File: src/appg_pkg.sv
// Package with the constants, register indexes and arctangent table of the pulse generator.
package appg_pkg;

    localparam int CFG_IDX_W  = 3;
    localparam int CFG_DATA_W = 32;
    localparam int STR_W      = 32;
    localparam int TIME_W     = 32;
    localparam int HALF_W     = 31;
    localparam int PROF_W     = 20;

    localparam int XY_W     = 36;
    localparam int ANG_W    = 20;
    localparam int TAB_W    = 5;
    localparam int DIFF_W   = STR_W + 1;
    localparam int DN_W     = PROF_W + 1;
    localparam int DEN_W    = PROF_W + 1;
    localparam int PROD_W   = DIFF_W + DN_W;
    localparam int DIV_BITS = PROD_W;
    localparam int SUM_W    = DIV_BITS + 2;

    localparam logic [CFG_IDX_W-1:0] REG_STRENGTH_MIN = 3'd0;
    localparam logic [CFG_IDX_W-1:0] REG_STRENGTH_MAX = 3'd1;
    localparam logic [CFG_IDX_W-1:0] REG_WIDTH        = 3'd2;
    localparam logic [CFG_IDX_W-1:0] REG_RISE_HALF    = 3'd3;
    localparam logic [CFG_IDX_W-1:0] REG_FALL_HALF    = 3'd4;
    localparam logic [CFG_IDX_W-1:0] REG_TIME_STEP    = 3'd5;
    localparam logic [CFG_IDX_W-1:0] REG_PROFILE_MIN  = 3'd6;
    localparam logic [CFG_IDX_W-1:0] REG_PROFILE_MAX  = 3'd7;

    typedef logic signed [ANG_W-1:0] angle_t;

    // Angle of atan(2^-i) in signed Q4.16 radians, rounded to nearest.
    function automatic angle_t atan_entry(input logic [TAB_W-1:0] idx);
        angle_t ang;
        unique case (idx)
            5'd0:    ang = 20'sd51472;
            5'd1:    ang = 20'sd30386;
            5'd2:    ang = 20'sd16055;
            5'd3:    ang = 20'sd8150;
            5'd4:    ang = 20'sd4091;
            5'd5:    ang = 20'sd2047;
            5'd6:    ang = 20'sd1024;
            5'd7:    ang = 20'sd512;
            5'd8:    ang = 20'sd256;
            5'd9:    ang = 20'sd128;
            5'd10:   ang = 20'sd64;
            5'd11:   ang = 20'sd32;
            5'd12:   ang = 20'sd16;
            5'd13:   ang = 20'sd8;
            5'd14:   ang = 20'sd4;
            5'd15:   ang = 20'sd2;
            5'd16:   ang = 20'sd1;
            default: ang = 20'sd0;
        endcase
        return ang;
    endfunction

endpackage

File: src/arctan_pulse_profile_generator_top.sv
// Top level of the arctangent pulse profile generator with its sequencer and shared datapath.
//
// Each accepted tick request advances the running time by time_step and returns one strength
// value computed as the difference of two CORDIC arctangents, normalized between profile_min
// and profile_max and mapped linearly onto strength_min..strength_max, saturating to the signed
// 32-bit range. A restart request clears the time and returns strength_min; a tick with a zero
// profile span also returns strength_min. A single CORDIC stage runs both arctangents back to
// back, then a multiplier step and a radix-2 divider producing one quotient bit per cycle follow.
// The input is stalled while a request is in progress; the result sits in an output register so
// the next request can be taken while it waits.
module arctan_pulse_profile_generator_top #(
    parameter int CORDIC_STEPS = 16
) (
    input  logic                              clk,
    input  logic                              rst_n,
    input  logic                              wr_en,
    input  logic [appg_pkg::CFG_IDX_W-1:0]    wr_index,
    input  logic [appg_pkg::CFG_DATA_W-1:0]   wr_data,
    input  logic                              in_valid,
    output logic                              in_stall,
    input  logic                              restart,
    output logic                              out_valid,
    input  logic                              out_stall,
    output logic signed [appg_pkg::STR_W-1:0] strength,
    output logic [appg_pkg::TIME_W-1:0]       current_time
);
    import appg_pkg::*;

    localparam int CNT_MAX = (CORDIC_STEPS > DIV_BITS) ? CORDIC_STEPS : DIV_BITS;
    localparam int CNT_W   = $clog2(CNT_MAX);

    localparam logic [2:0] ST_IDLE   = 3'd0;
    localparam logic [2:0] ST_CORDIC = 3'd1;
    localparam logic [2:0] ST_MUL    = 3'd2;
    localparam logic [2:0] ST_PREP   = 3'd3;
    localparam logic [2:0] ST_DIV    = 3'd4;
    localparam logic [2:0] ST_SAT    = 3'd5;
    localparam logic [2:0] ST_FIN    = 3'd6;

    logic signed [STR_W-1:0]  smin_reg;
    logic signed [STR_W-1:0]  smax_reg;
    logic [HALF_W-1:0]        width_reg;
    logic [HALF_W-1:0]        rise_reg;
    logic [HALF_W-1:0]        fall_reg;
    logic [HALF_W-1:0]        step_reg;
    logic signed [PROF_W-1:0] pmin_reg;
    logic signed [PROF_W-1:0] pmax_reg;

    logic [2:0]               state_reg, state_next;
    logic [CNT_W-1:0]         cnt_reg, cnt_next;
    logic                     phase_reg, phase_next;
    logic [TIME_W-1:0]        time_reg, time_next;
    logic signed [XY_W-1:0]   x_reg, x_next;
    logic signed [XY_W-1:0]   y_reg, y_next;
    logic signed [ANG_W-1:0]  z_reg, z_next;
    logic signed [ANG_W-1:0]  zr_reg, zr_next;
    logic signed [ANG_W-1:0]  d_reg, d_next;
    logic [PROD_W-1:0]        acc_reg, acc_next;
    logic [DEN_W-1:0]         rem_reg, rem_next;
    logic [DEN_W-1:0]         den_reg, den_next;
    logic                     neg_reg, neg_next;
    logic signed [STR_W-1:0]  res_reg, res_next;
    logic                     out_valid_reg, out_valid_next;
    logic signed [STR_W-1:0]  strength_reg, strength_next;
    logic [TIME_W-1:0]        otime_reg, otime_next;

    logic [HALF_W-1:0]        w_eff;
    logic [TIME_W-1:0]        time_adv;
    logic signed [XY_W-1:0]   xs, ys, x_step, y_step;
    logic signed [ANG_W-1:0]  tab_ang, z_step;
    logic signed [DEN_W-1:0]  span;
    logic signed [DIFF_W-1:0] sdiff;
    logic signed [DN_W-1:0]   dn;
    logic signed [PROD_W-1:0] prod;
    logic [DEN_W:0]           rem_sh;
    logic [DEN_W:0]           rem_sub;
    logic signed [SUM_W-1:0]  q_signed, sum;
    logic                     out_free;

    assign w_eff    = (width_reg == '0) ? HALF_W'(1) : width_reg;
    assign time_adv = time_reg + {1'b0, step_reg};
    assign xs       = x_reg >>> cnt_reg[TAB_W-1:0];
    assign ys       = y_reg >>> cnt_reg[TAB_W-1:0];
    assign tab_ang  = atan_entry(cnt_reg[TAB_W-1:0]);
    assign x_step   = y_reg[XY_W-1] ? (x_reg - ys) : (x_reg + ys);
    assign y_step   = y_reg[XY_W-1] ? (y_reg + xs) : (y_reg - xs);
    assign z_step   = y_reg[XY_W-1] ? (z_reg - tab_ang) : (z_reg + tab_ang);
    assign span     = DEN_W'(pmax_reg) - DEN_W'(pmin_reg);
    assign sdiff    = DIFF_W'(smax_reg) - DIFF_W'(smin_reg);
    assign dn       = DN_W'(d_reg) - DN_W'(pmin_reg);
    assign prod     = sdiff * dn;
    assign rem_sh   = {1'b0, rem_reg[DEN_W-2:0], acc_reg[PROD_W-1]};
    assign rem_sub  = rem_sh - {1'b0, den_reg};
    assign q_signed = neg_reg ? -$signed({2'b00, acc_reg}) : $signed({2'b00, acc_reg});
    assign sum      = SUM_W'(smin_reg) + q_signed;
    assign out_free = !out_valid_reg || !out_stall;

    assign in_stall     = (state_reg != ST_IDLE);
    assign out_valid    = out_valid_reg;
    assign strength     = strength_reg;
    assign current_time = otime_reg;

    always_ff @(posedge clk or negedge rst_n)
    begin
        if (!rst_n)
        begin
            smin_reg  <= '0;
            smax_reg  <= 32'sd65536;
            width_reg <= 31'd65536;
            rise_reg  <= '0;
            fall_reg  <= 31'd65536;
            step_reg  <= 31'd65536;
            pmin_reg  <= '0;
            pmax_reg  <= 20'sd205887;
        end
        else if (wr_en)
        begin
            unique case (wr_index)
                REG_STRENGTH_MIN: smin_reg  <= wr_data[STR_W-1:0];
                REG_STRENGTH_MAX: smax_reg  <= wr_data[STR_W-1:0];
                REG_WIDTH:        width_reg <= wr_data[HALF_W-1:0];
                REG_RISE_HALF:    rise_reg  <= wr_data[HALF_W-1:0];
                REG_FALL_HALF:    fall_reg  <= wr_data[HALF_W-1:0];
                REG_TIME_STEP:    step_reg  <= wr_data[HALF_W-1:0];
                REG_PROFILE_MIN:  pmin_reg  <= wr_data[PROF_W-1:0];
                REG_PROFILE_MAX:  pmax_reg  <= wr_data[PROF_W-1:0];
            endcase
        end
    end

    always_ff @(posedge clk or negedge rst_n)
    begin
        if (!rst_n)
        begin
            state_reg     <= ST_IDLE;
            cnt_reg       <= '0;
            phase_reg     <= 1'b0;
            time_reg      <= '0;
            out_valid_reg <= 1'b0;
        end
        else
        begin
            state_reg     <= state_next;
            cnt_reg       <= cnt_next;
            phase_reg     <= phase_next;
            time_reg      <= time_next;
            out_valid_reg <= out_valid_next;
        end
    end

    always_ff @(posedge clk)
    begin
        x_reg        <= x_next;
        y_reg        <= y_next;
        z_reg        <= z_next;
        zr_reg       <= zr_next;
        d_reg        <= d_next;
        acc_reg      <= acc_next;
        rem_reg      <= rem_next;
        den_reg      <= den_next;
        neg_reg      <= neg_next;
        res_reg      <= res_next;
        strength_reg <= strength_next;
        otime_reg    <= otime_next;
    end

    always_comb
    begin
        state_next     = state_reg;
        cnt_next       = cnt_reg;
        phase_next     = phase_reg;
        time_next      = time_reg;
        x_next         = x_reg;
        y_next         = y_reg;
        z_next         = z_reg;
        zr_next        = zr_reg;
        d_next         = d_reg;
        acc_next       = acc_reg;
        rem_next       = rem_reg;
        den_next       = den_reg;
        neg_next       = neg_reg;
        res_next       = res_reg;
        out_valid_next = out_valid_reg && out_stall;
        strength_next  = strength_reg;
        otime_next     = otime_reg;

        unique case (state_reg)
            ST_IDLE:
            begin
                if (in_valid)
                begin
                    if (restart)
                    begin
                        time_next  = '0;
                        res_next   = smin_reg;
                        state_next = ST_FIN;
                    end
                    else
                    begin
                        time_next  = time_adv;
                        x_next     = $signed({{(XY_W-HALF_W){1'b0}}, w_eff});
                        y_next     = $signed({{(XY_W-TIME_W){1'b0}}, time_adv})
                                   - $signed({{(XY_W-HALF_W){1'b0}}, rise_reg});
                        z_next     = '0;
                        cnt_next   = '0;
                        phase_next = 1'b0;
                        state_next = ST_CORDIC;
                    end
                end
            end
            ST_CORDIC:
            begin
                x_next   = x_step;
                y_next   = y_step;
                z_next   = z_step;
                cnt_next = cnt_reg + 1'b1;
                if (cnt_reg == CNT_W'(CORDIC_STEPS - 1))
                begin
                    cnt_next = '0;
                    if (!phase_reg)
                    begin
                        zr_next    = z_step;
                        x_next     = $signed({{(XY_W-HALF_W){1'b0}}, w_eff});
                        y_next     = $signed({{(XY_W-TIME_W){1'b0}}, time_reg})
                                   - $signed({{(XY_W-HALF_W){1'b0}}, fall_reg});
                        z_next     = '0;
                        phase_next = 1'b1;
                    end
                    else
                    begin
                        d_next = zr_reg - z_step;
                        if (span == '0)
                        begin
                            res_next   = smin_reg;
                            state_next = ST_FIN;
                        end
                        else
                        begin
                            state_next = ST_MUL;
                        end
                    end
                end
            end
            ST_MUL:
            begin
                acc_next   = prod;
                state_next = ST_PREP;
            end
            ST_PREP:
            begin
                acc_next   = acc_reg[PROD_W-1] ? (~acc_reg + 1'b1) : acc_reg;
                den_next   = span[DEN_W-1] ? (~span + 1'b1) : span;
                neg_next   = acc_reg[PROD_W-1] ^ span[DEN_W-1];
                rem_next   = '0;
                cnt_next   = '0;
                state_next = ST_DIV;
            end
            ST_DIV:
            begin
                cnt_next = cnt_reg + 1'b1;
                if (!rem_sub[DEN_W])
                begin
                    rem_next = rem_sub[DEN_W-1:0];
                    acc_next = {acc_reg[PROD_W-2:0], 1'b1};
                end
                else
                begin
                    rem_next = rem_sh[DEN_W-1:0];
                    acc_next = {acc_reg[PROD_W-2:0], 1'b0};
                end
                if (cnt_reg == CNT_W'(DIV_BITS - 1))
                begin
                    cnt_next   = '0;
                    state_next = ST_SAT;
                end
            end
            ST_SAT:
            begin
                if (sum[SUM_W-1:STR_W-1] == '0 || sum[SUM_W-1:STR_W-1] == '1)
                begin
                    res_next = sum[STR_W-1:0];
                end
                else if (sum[SUM_W-1])
                begin
                    res_next = {1'b1, {(STR_W-1){1'b0}}};
                end
                else
                begin
                    res_next = {1'b0, {(STR_W-1){1'b1}}};
                end
                state_next = ST_FIN;
            end
            ST_FIN:
            begin
                if (out_free)
                begin
                    strength_next  = res_reg;
                    otime_next     = time_reg;
                    out_valid_next = 1'b1;
                    state_next     = ST_IDLE;
                end
            end
            default:
            begin
                state_next = ST_IDLE;
            end
        endcase
    end

endmodule

File: config.mk
export PLATFORM = sky130hd
export DESIGN_NAME = arctan_pulse_profile_generator_top
export DESIGN_NICKNAME = d
export VERILOG_FILES = /design/src/appg_pkg.sv /design/src/arctan_pulse_profile_generator_top.sv
export SDC_FILE = /design/constraint.sdc
export NUM_CORES = 2
export LEC_CHECK = 0
export BUFFER_PORTS_ARGS = -buffer_cell sky130_fd_sc_hd__buf_2
export CORE_MARGIN = 1.5
export CORE_UTILIZATION = 55
export DETAILED_ROUTE_END_ITERATION = 6
export PLACE_DENSITY = 0.76
export REMOVE_ABC_BUFFERS = 1
export SLEW_MARGIN = 5
export SYNTH_ARGS = -nofsm -noshare
export SYNTH_HDL_FRONTEND = slang
export SYNTH_SLANG_ARGS = --single-unit
File: constraint.sdc
create_clock -name clk -period 9.39 [get_ports clk]
set_clock_uncertainty 0.2 [all_clocks]
set_input_delay 0.939 -clock clk [delete_from_list [all_inputs] [get_ports clk]]
set_output_delay 0.939 -clock clk [all_outputs]
set_load 0.005 [all_outputs]
# Word-level counts from Yosys, hierarchy flattened
# Memories as Yosys holds them, arrays and structs flattened.
# Index checks and enable logic that the tools add are counted.
# W data, S select, Z words.
# op_classes
n_reduce_logical	34
n_mux	54
n_mul	1
shifts	2
bitwise	4
add_sub_neg	19
n_eq_ne	25
# ops
operator	n
$mux W36	10
$mux W32	8
$pmux W54 S3	1
$pmux W36 S2	2
$mux W20	7
$pmux W32 S3	1
$pmux W20 S2	2
$add A36 B36 Y36	2
$sshr A36 B5 Y36	2
$sub A36 B36 Y36	2
$sub A32 B31 Y33	2
$add A32 B56 Y56	1
$mux W56	1
$neg A54 Y56	1
$add A54 B1 Y54 const B	1
$mul A33 B21 Y54	1
$mux W54	1
$not A54 Y54	1
$sub A20 B20 Y21	2
$sub A20 B20 Y20	2
$sub A32 B32 Y33	1
$add A32 B31 Y32	1
$logic_not A31 Y1	1
$mux W31	1
34 further kinds	85
# totals
regBits	595
mem_bits_ro	512
in_bits	41
output_inout_bits	66
wordCells	167
memories	1
# memory_table
name	words	word_bits	rd	rd_ports_with_merged_regs	wr	line_no	source
(name not given)	32	16	1	0	0	appg_pkg.sv:35	unique case (idx)

# Depth between registers and ports, before layout
# logic_depth
depth_word	7
ltp_mapped	41
ltp_nobuf	40

# Least setup slack after synthesis
# No wires, ideal clock.
# synth_timing
path_type	register -> register
startpoint	reg d_reg[0]
endpoint	reg acc_reg[49] (data pin)
setup_ps	261
path_stages_with_launch	39
path_buffers	1
t_arrival_ps	9695
t_required_ps	8929
period_less_slack_ps	10156
path_slack_ps	-766
path_cell_list	edfxtp_1 inv_1 ha_1 inv_1 fa_1 a21o_1 a21oi_1 o21bai_1 a21oi_1 o21ai_0 a41oi_1 a211oi_1 a41oi_1 nor2b_1 xnor2_1 clkbuf_1 nand2_1 fa_1 (+3 left out) fa_1 fa_1 fa_1 inv_1 fa_1 inv_1 ha_1 a21o_1 a21oi_1 o22ai_1 a311o_1 a221o_1 a211oi_1 o31ai_1 a31oi_1 o21ai_0 xor2_1 a221o_1
# synth_via
elab_chain_len	3
# synth_lines
element	line_no	source
from (decl)	arctan_pulse_profile_generator_top.sv:57	logic signed [ANG_W-1:0] d_reg, d_next;
from (signal assigned)	arctan_pulse_profile_generator_top.sv:157	d_reg <= d_next;
$sub A20 B20 Y21	arctan_pulse_profile_generator_top.sv:90	assign dn = DN_W'(d_reg) - DN_W'(pmin_reg);
$mul A33 B21 Y54	arctan_pulse_profile_generator_top.sv:91	assign prod = sdiff * dn;
$pmux W54 S3	arctan_pulse_profile_generator_top.sv:187	unique case (state_reg)
named net acc_next[49]	arctan_pulse_profile_generator_top.sv:58	logic [PROD_W-1:0] acc_reg, acc_next;
to (signal assigned)	arctan_pulse_profile_generator_top.sv:158	acc_reg <= acc_next;
to (decl)	arctan_pulse_profile_generator_top.sv:58	
# The timed path passes the listed nets, and every way through them passes these cells.
# A chain may end at the register's enable or synchronous reset.

# Worst setup path after layout
# layout_timing
startpoint	reg smin_reg[9]
endpoint	reg acc_reg[53] (data pin)
# layout_via
elab_chain_len	3
# layout_lines
element	line_no	source
from (decl)	arctan_pulse_profile_generator_top.sv:40	logic signed [STR_W-1:0] smin_reg;
from (signal assigned)	arctan_pulse_profile_generator_top.sv:119	REG_STRENGTH_MIN: smin_reg <= wr_data[STR_W-1:0];
$sub A32 B32 Y33	arctan_pulse_profile_generator_top.sv:89	assign sdiff = DIFF_W'(smax_reg) - DIFF_W'(smin_reg);
$mul A33 B21 Y54	arctan_pulse_profile_generator_top.sv:91	
$pmux W54 S3	arctan_pulse_profile_generator_top.sv:187	
named net acc_next[53]	arctan_pulse_profile_generator_top.sv:58	
# The timed path passes the listed nets, and every way through them passes these cells.

==> run metrics <==
total CTS buffers 74; compound-gate portion of the synthesized area between 10% and 20%; die area 133000 um^2; Largest stage delay, worst path 0.53 ns; Post-synth EDFFs 324; fin crit period 9.90 ns; worst slew pin tran 1.13 ns; Total Routing Usage GR 33.1%; Routed Antenna Nets 0; cell taking the most area after synthesis fa_1; Synth Register Bits 595; Root Driver clkbuf_16; Slew HR roughly a quarter; crit path max-delay cell type fa_1; FP Rows 132; I/O pins 107; register area 16500 um^2; Detailed Route WL about 220000 um; CTS Hold Bufs 0; post-synthesis to final-layout area growth 14.0%; via count 61400; pin count of the biggest net entering global routing 116; # placed instances 9859; top cell type's share of synthesized area 19.4%; # fillers 10500; Syn Inst Count 7839; synthesis warning total 0; Die Y roughly 370 um; first-iteration detailed-routing DRC count 7172; first-pass GRT wire length 342000 um; Slew Viols, Final 0; kind of critical path flop to flop; Async SR Flop Fraction 45.5%; Most common cell on crit path fa_1; multiplexer area fraction after synthesis just over 7%; Post-Syn Area per Cell 9.20 um^2; failing checks DRC, setup timing; XOR/XNOR share of the synthesized area 6.45%; post-DR vias/cell a little over 6; Max-Cap Viols 0; Core Box Area 130000 um^2; CP Data Arrival Time about 10 ns; Synth Area in Adders 28.1%; final setup vio count 21; Clock Latency Late Sink between 0.7 and 0.8 ns; Synth cell types 94; CTS tree built; final hold vios 0; Initial Utilization 55.5%; wire per inst 22.0 um; maximum fanout along the worst path 4; chip width around 370 um; fin cells 10100; Worst R2R Setup Slack -0.51 ns; Post-Synth Simple-Gate Area about 14%; layout cells sized above 1 16.6%; final worst slack -0.513 ns; initial antenna violation count 18; unrepaired setup endpoints after global routing true; Residual DRC 3; H-tree depth 3; register clock-pin slew on the reported worst setup and hold paths 0.06 ns; clk buf depth 3; Synth area leaders fa_1, edfxtp_1, dfrtp_1, ha_1, inv_1; WP data required about 9.6 ns; Layout Nets 9487; vias in the first global route 59800; Worst R2R Path Depth 40; crit path launch type flop; max FFs per register 54; Synth Cell Area 72100 um^2; status finished with violations; Seq/Total Area, Yosys between 20% and 30%; CP endpoint kind flop; global route overflow 0; PortBufs 106; hpwl dp ~170000 um; Max Fclk 101 MHz; Top FF cell, synth edfxtp_1; CTS Sinks a little under 600; reg2reg end acc_reg[53]$_DFFE_PP_; multi-input logic area 51500 um^2; final worst-path cycle share 105%; RR Startpoint smin_reg[9]$_DFFE_PN0P_; router iterations before antenna repair 7; GP Congestion just over 1; main combinational cell family by area after synthesis adder cells; worst hold-check path type input port to asynchronous set/reset pin
==> critical path: cells and delay by family (launching register included) <==
kind	cells	cell delay (ns)
AO/OA/AOI/OAI	17	3.37
XOR/XNOR	2	0.23
adder cells (fa/ha/maj)	9	3.97
buffers and inverters	9	0.98
flip-flops	1	0.40
AND/OR/NAND/NOR	3	0.48
==> cell type report <==
cell class                 count  area share (%)
antenna                       18          0.0548
clock buffer                  93            2.52
clock inverter                44           0.574
inverter                    1087            4.96
multi-input combinational   5813            62.6
sequential                   595            20.1
tap                         1742            2.65
timing repair buffer         678            6.48
==> synth_stat cells (39+ instances only) <==
cell type and count:
a211oi_1 61, xor2_1 197, and2_1 71, ha_1 498, clkbuf_1 299, o21bai_1 39, o211ai_1 40, nand2b_1 123
dfrtp_1 257, a22oi_1 60, nor2_1 501, nor3_1 103, mux2_2 192, nand3_1 108, or3_1 72, fa_1 699
inv_1 1084, mux2i_1 59, a21o_1 162, edfxtp_1 324, nand2_1 831, o21ai_0 413, nor2b_1 94, o21a_1 61
and3_1 60, mux4_2 104, a21oi_1 393, a31oi_1 67, xnor2_1 334
==> per-layer routing <==
| layer | GRT usage, % | share of wire (%) | vias up |
|---|---|---|---|
| li1 | - | - | 27400 |
| met4 | 11.6 | 3.7 | 18 |
| met3 | 8.28 | 12 | 470 |
| met1 | 48.0 | 42 | 30400 |
| met5 | 0.545 | 0.086 | - |
| met2 | 47.9 | 42 | 3113 |
==> cells in the final DEF, fill, tap and decap left out, drive strengths merged, types with 25 or more instances in the layout <==
master	count
a211oi	62
a21o	162
a21oi	394
a22o	34
a22oi	60
a31oi	67
and2	74
and3	60
buf	678
clkbuf	93
clkinv	27
dfrtp	257
edfxtp	324
fa	699
ha	498
inv	1093
mux2	196
mux2i	59
mux4	104
nand2	831
nand2b	123
nand3	108
nand4	34
nor2	502
nor2b	94
nor3	103
nor4	33
o211ai	41
o21a	61
o21ai	417
o21bai	39
o311ai	37
o31ai	31
or2	25
or3	72
xnor2	334
xor2	197
==> worst max-delay path by stage <==
stage	cells after the start	slack, ns	endpoint	startpoint
6_report	40	-0.51	acc_reg[53]$_DFFE_PP_	smin_reg[9]$_DFFE_PN0P_
5_1_grt	40	-0.75	acc_reg[53]$_DFFE_PP_	smin_reg[9]$_DFFE_PN0P_
4_1_cts	38	-0.44	acc_reg[53]$_DFFE_PP_	smin_reg[0]$_DFFE_PN0P_
3_5_place_dp	38	-1.13	acc_reg[49]$_DFFE_PP_	smax_reg[0]$_DFFE_PN0P_
3_3_place_gp	38	-0.95	acc_reg[49]$_DFFE_PP_	smax_reg[0]$_DFFE_PN0P_
2_1_floorplan	35	-1.72	acc_reg[49]$_DFFE_PP_	pmin_reg[1]$_DFFE_PN0P_
==> cell families (layout without fill, tap and decap cells) <==
kind of cell / count (synthesis) / count (layout)
compound gates: 1596 / 1596
xor+xnor: 531 / 531
mux: 359 / 359
simple gates: 2130 / 2130
fa+ha+maj: 1197 / 1197
buf+inv: 1431 / 1902
other cells: 0 / 18
flops: 595 / 595
==> through the flow <==
stage	hold slack [ns]	utilization [%]	instance area, um^2	setup TNS (ns)	worst slack, ns
after global placement	0.201	60.0	77900	-14.38	-0.947
after floorplan	0.200	-	70700	-28.94	-1.72
after global routing	0.113	63.3	82200	-10.86	-0.754
after CTS	0.0662	62.9	81600	-3.18	-0.437
final	0.0492	63.3	82200	-5.25	-0.513
after detailed placement	0.205	60.0	77900	-18.25	-1.13
==> what timing repair did <==
item                       CTS  global route
cloned                       0             1
buffers inserted            45            26
setup endpoints to repair   26            27
pin swaps                  143            60
resized for setup          180            89
Power is not shown: default switching activity piles up to over one toggle a cycle in this logic, so the estimate is an artifact.
